**config.mk**
```make
export PLATFORM = sky130hd
export DESIGN_NAME = blu_div
export DESIGN_NICKNAME = d
export VERILOG_FILES = /design/src/rtl/blu_pkg.sv /design/src/rtl/blu_div.sv
export SDC_FILE = /design/constraint.sdc
export NUM_CORES = 1
export LEC_CHECK = 0
export BUFFER_PORTS_ARGS = -buffer_cell sky130_fd_sc_hd__buf_2
export CAP_MARGIN = 10
export CORE_ASPECT_RATIO = 1.1
export CORE_UTILIZATION = 55
export CTS_BUF_LIST = sky130_fd_sc_hd__clkbuf_4 sky130_fd_sc_hd__clkbuf_8
export DETAILED_ROUTE_END_ITERATION = 7
export GPL_ROUTABILITY_DRIVEN = 0
export PLACE_DENSITY = 0.77
export SLEW_MARGIN = 25
export SYNTH_ARGS = -nofsm -noshare
export SYNTH_HDL_FRONTEND = slang
export SYNTH_SLANG_ARGS = --single-unit
```
**constraint.sdc**
```tcl
create_clock -name clk -period 5 [get_ports clk]
set_input_delay 0.75 -clock clk [delete_from_list [all_inputs] [get_ports clk]]
set_output_delay 0.75 -clock clk [all_outputs]
set_load 0.02 [all_outputs]
```
**src/rtl/blu_pkg.sv**
```systemverilog
`timescale 1ns / 1ps

package blu_pkg;

  // Default sizes of the stores
  localparam int DIM_MAX_DEF   = 32;
  localparam int UPPER_MAX_DEF = 4;
  localparam int LOWER_MAX_DEF = 4;

  // Field widths
  localparam int REQ_W   = 3;
  localparam int IDX_W   = 5;
  localparam int VAL_W   = 32;
  localparam int DIM_W   = 6;
  localparam int BAND_W  = 3;
  localparam int ST_W    = 2;
  localparam int CFGA_W  = 2;

  // Q16.16 one
  localparam logic signed [VAL_W-1:0] Q_ONE = 32'sh0001_0000;

  // Request kinds
  localparam logic [REQ_W-1:0] REQ_WR_ENTRY = 3'd0;
  localparam logic [REQ_W-1:0] REQ_RD_ENTRY = 3'd1;
  localparam logic [REQ_W-1:0] REQ_WR_RHS   = 3'd2;
  localparam logic [REQ_W-1:0] REQ_FACTOR   = 3'd3;
  localparam logic [REQ_W-1:0] REQ_SOLVE    = 3'd4;

  // Result status
  localparam logic [ST_W-1:0] ST_OK    = 2'd0;
  localparam logic [ST_W-1:0] ST_RANGE = 2'd1;
  localparam logic [ST_W-1:0] ST_PIVOT = 2'd2;

  // Register indexes
  localparam logic [CFGA_W-1:0] CFG_DIM   = 2'd0;
  localparam logic [CFGA_W-1:0] CFG_UPPER = 2'd1;
  localparam logic [CFGA_W-1:0] CFG_LOWER = 2'd2;

  typedef struct packed {
    logic                    start;
    logic signed [VAL_W-1:0] num;
    logic signed [VAL_W-1:0] den;
  } div_req_t;

  typedef struct packed {
    logic                    done;
    logic signed [VAL_W-1:0] quot;
  } div_rsp_t;

  // Clamp a wide value into the signed 32-bit range
  function automatic logic signed [VAL_W-1:0] sat32(input logic signed [63:0] v);
    logic signed [VAL_W-1:0] r;
    if (v > 64'sd2147483647) r = 32'sh7FFF_FFFF;
    else if (v < -64'sd2147483648) r = 32'sh8000_0000;
    else r = v[VAL_W-1:0];
    return r;
  endfunction

  // Shift a full product down by 16, round to nearest, ties away from zero
  function automatic logic signed [63:0] mulq_rnd(input logic signed [63:0] p);
    logic [63:0] mag;
    logic [63:0] q;
    mag = p[63] ? (~p + 64'd1) : p;
    q   = (mag + 64'd32768) >> 16;
    return p[63] ? $signed(~q + 64'd1) : $signed(q);
  endfunction

endpackage

```
**src/rtl/blu_div.sv**
```systemverilog
`timescale 1ns / 1ps

// Restoring divider: round(a * 2^16 / b), ties away from zero, saturated.
// One quotient bit per cycle.
module blu_div (
  input  logic               clk,
  input  logic               rst_n,
  input  blu_pkg::div_req_t  req,
  output blu_pkg::div_rsp_t  rsp
);

  localparam int NW = 49;
  localparam int DW = 33;

  logic [NW-1:0] n_r;
  logic [DW-1:0] d_r;
  logic [DW-1:0] rem_r;
  logic          neg_r;
  logic          busy_r;
  logic          fin_r;
  logic [5:0]    cnt_r;

  logic [31:0]   ma;
  logic [31:0]   mb;
  logic [DW:0]   trial;
  logic [DW:0]   diff;
  logic          take;

  always_comb begin
    ma    = req.num[31] ? (~req.num + 32'd1) : req.num;
    mb    = req.den[31] ? (~req.den + 32'd1) : req.den;
    trial = {rem_r, n_r[NW-1]};
    diff  = trial - {1'b0, d_r};
    take  = (trial >= {1'b0, d_r});
  end

  always_ff @(posedge clk) begin
    if (!rst_n) begin
      busy_r <= 1'b0;
      fin_r  <= 1'b0;
      cnt_r  <= '0;
    end else begin
      fin_r <= 1'b0;
      if (req.start) begin
        busy_r <= 1'b1;
        cnt_r  <= 6'(NW);
      end else if (busy_r) begin
        cnt_r <= cnt_r - 6'd1;
        if (cnt_r == 6'd1) begin
          busy_r <= 1'b0;
          fin_r  <= 1'b1;
        end
      end
    end
  end

  always_ff @(posedge clk) begin
    if (req.start) begin
      n_r   <= {ma, 17'b0} + {17'b0, mb};
      d_r   <= {mb, 1'b0};
      rem_r <= '0;
      neg_r <= req.num[31] ^ req.den[31];
    end else if (busy_r) begin
      rem_r <= take ? diff[DW-1:0] : trial[DW-1:0];
      n_r   <= {n_r[NW-2:0], take};
    end
  end

  always_comb begin
    rsp.done = fin_r;
    if (!neg_r) begin
      rsp.quot = (n_r > 49'h0_7FFF_FFFF) ? 32'sh7FFF_FFFF : $signed(n_r[31:0]);
    end else begin
      rsp.quot = (n_r > 49'h0_8000_0000) ? 32'sh8000_0000 : $signed(~n_r[31:0] + 32'd1);
    end
  end

endmodule

```
==> impl_metrics.ini <==
[logic_synthesis]
seq_area_frac_synth_pct = 30.6
synth_common_cells = nand2_1 (162), nor2_1 (112), edfxtp_1 (82), inv_1 (82), o21ai_0 (80)
synth_flop_cell = edfxtp_1
synth_cell_types = 84
syn-num-nets = 1432
ys_seq_elements = 123
synth.most_common_cell = nand2_1
synth_edf_count = 82
synth_top_area_cell = edfxtp_1
synth_area_leaders = edfxtp_1 (23%), dfxtp_1 (7.6%), ha_1 (6.1%), xnor2_1 (6.0%), nand2_1 (5.7%)
async_reset_ff_share_pct = 0
yosysWarnings = 0
synthCells = 1311
synth_top_cell_area_share_pct = 22.9
avgSynthCellArea_um2 = 8.19
mappedNetlistArea_um2 = 10700

[clock_network]
cts.sinks = 123
ctsResizeCount = 0
clk-insertion-delay-late_ns = 0.46
cts_setup_buffers = 0
cts_root_buffer = clkbuf_8
cts_buffers = 17
htree_levels = 4
cts_max_path_buffers = 2
tritoncts = done
cts_hold_buf = 0
path_clk_slew_ns = 0.07

[timing]
fin_skew_ns = 0.0176
slew_violations = 0
finalHoldViolations = 0
rsz0062_at_grt = no
post-route-period-util_pct = 88.5
finalSetupTns_ns = 0
finalSetupViolCount = 0
fmax_mhz = 226
post-route-min-period_ns = 4.42
worst_pin_slew_ns = 0.873
relSlewSlack_pct = 41.4

[final_layout]
utilization_pct = 62.2
nNetsFinal = 1501
final_area_um2 = 11900
fillCellCount = 1706
drive_gt1_share_pct = 14.4
syn2layout_area_growth_pct = 10.5

[power]
p_clk_share_pct = 27.4
power.density_nw_per_um2 = 299
p_switching_mw = 1.32
ir_worst_vdd_v = 0.000185
power.leakage_nw = 4.61
p_comb_share_pct = 33.8
p_int_mw = 2.22
switching_share_pct = 37.3
pwr-share-seq_pct = 38.8

[die]
rows = 53
core_um2 = 19100
boundaryPins = 100
die_area_um2 = 20100
start_util_pct = 56.2
dieWidth_um = 135
die_h_um = 149

[worst_setup_path]
worstPathRequired_ns = 4.25
cp-end-kind = output port
setup.worst_path.class = register to output port
critPathMaxFanout = 16
startpoint_type = register
cp.arrival_ns = 3.67

[global_route]
grt_max_degree = 55
grt-ovfl-total = 0
grt_usage_pct = 30.1
antenna_found_initial = 1
grt_pass1_vias = 9492
grt_pass1_wl_um = 47600

[drt]
post_drt_via_cell_ratio = 6.32
drc = 0
drt-pass1-iter-count = 6
routedWlPerCell_um = 18.2
vias = 10400
postRouteWirelength_um = 29900
postRouteAntennaNets = 0
drt_iter0_drc = 905

[place]
dp_hpwl_um = 22600
port_buffers = 99
placed_area_um2 = 11400

[flow_run]
maxCapViolations = 0

[outcome]
outcome = finished, final reports clean

[min_path]
hold_path.class = register to register
[layout make-up]
class | instances | area, um2 | area share (%)
Timing Repair Buffer | 126 | 701 | 5.90
Antenna cell | 2 | 5.00 | 0.0422
Clock buffer | 18 | 241 | 2.03
Multi-Input combinational cell | 1029 | 6840 | 57.6
Inverter | 83 | 313 | 2.63
Sequential cell | 123 | 3280 | 27.7
Clock inverter | 14 | 183 | 1.54
Tap cell | 247 | 309 | 2.60
[sequential cells by signal, summed over array words and instances (netlist names)]
signal / flops
n_r: 49
rem_r: 33
d_r: 32
cnt_r: 6
busy_r: 1
fin_r: 1
neg_r: 1
[cell usage in the layout, fill, tap and decap left out, drive strengths merged, types with 9 or more instances in the layout]
cell type    n
xor2        19
o31ai       27
a21oi       40
buf        126
o41ai       20
and3        15
a311oi      23
a21boi       9
clkbuf      18
o21a        16
o21ai       85
a211oi      12
mux2i       10
nand2b      13
mux2        15
nand4       27
o311ai      27
nand2      162
nor3        48
xnor2       74
inv         88
and4        10
or3         31
edfxtp      82
o211ai       9
a21o        15
ha          52
nand3       29
nor2       112
nor2b       12
nor4        24
dfxtp       41
a31oi       17
[logic make-up after synthesis]
logic type,Yosys count,synth area share [%]
muxes,25,2.50
and+or+nand+nor,513,24.3
xor gates and xnor gates,93,7.58
buffers and inverters,159,5.77
adders and majority gates,54,6.43
AOI/OAI and AO/OA,344,22.8
DFF,123,30.6
[worst max-delay path, stage by stage, from the launching register on]
cell and delay (ns):
edfxtp_1 0.55, or4_1 0.53, nor3_1 0.25, and4_1 0.27, nand4b_1 0.11, a21o_1 0.21
inv_2 0.07, nand2_1 0.29, buf_4 0.33, o311ai_0 0.38, buf_2 0.24
[final timing paths]
kind / to / startpoint / cells past startpoint / slack, ns
worst min-delay path: rem_r[3]$_SDFFE_PP0P_ / rem_r[3]$_SDFFE_PP0P_ / 2 / 0.49
worst max register to register: rem_r[12]$_SDFFE_PP0P_ / d_r[13]$_DFFE_PP_ / 11 / 1.34
worst max-delay path: rsp[27] / n_r[16]$_DFFE_PP_ / 10 / 0.58
worst min register to register: rem_r[3]$_SDFFE_PP0P_ / rem_r[3]$_SDFFE_PP0P_ / 2 / 0.49
[metrics by stage]
| stage | setup slack [ns] | hold WS (ns) | std cells | power [mW] |
|---|---|---|---|---|
| 2_1_floorplan | 0.367 | 0.450 | 1311 | 2.21 |
| 3_3_place_gp | 0.272 | 0.464 | 1608 | 2.55 |
| 3_5_place_dp | 0.155 | 0.478 | 1608 | 2.58 |
| 4_1_cts | 0.605 | 0.489 | 1640 | 3.53 |
| 5_1_grt | 0.328 | 0.510 | 1640 | 3.72 |
| 6_report | 0.577 | 0.488 | 1642 | 3.55 |
[power by group through the flow]
| stage | Sequential (mW) | Clock [mW] | Combinational [mW] |
|---|---|---|---|
| after floorplan | 1.32 | 0 | 0.889 |
| after global placement | 1.39 | 0 | 1.16 |
| after detailed placement | 1.40 | 0 | 1.18 |
| after CTS | 1.37 | 0.972 | 1.19 |
| after global routing | 1.40 | 1.01 | 1.31 |
| final | 1.38 | 0.971 | 1.20 |
[routing by layer]
metal,up-vias,GRT usage [%],wire (um)
li1,5029,-,-
met1,4893,35.7,12200
met2,367,52.9,14800
met3,84,4.64,1490
met4,0,14.7,1330
met5,-,0,0
(Power assumes the default switching activity.)
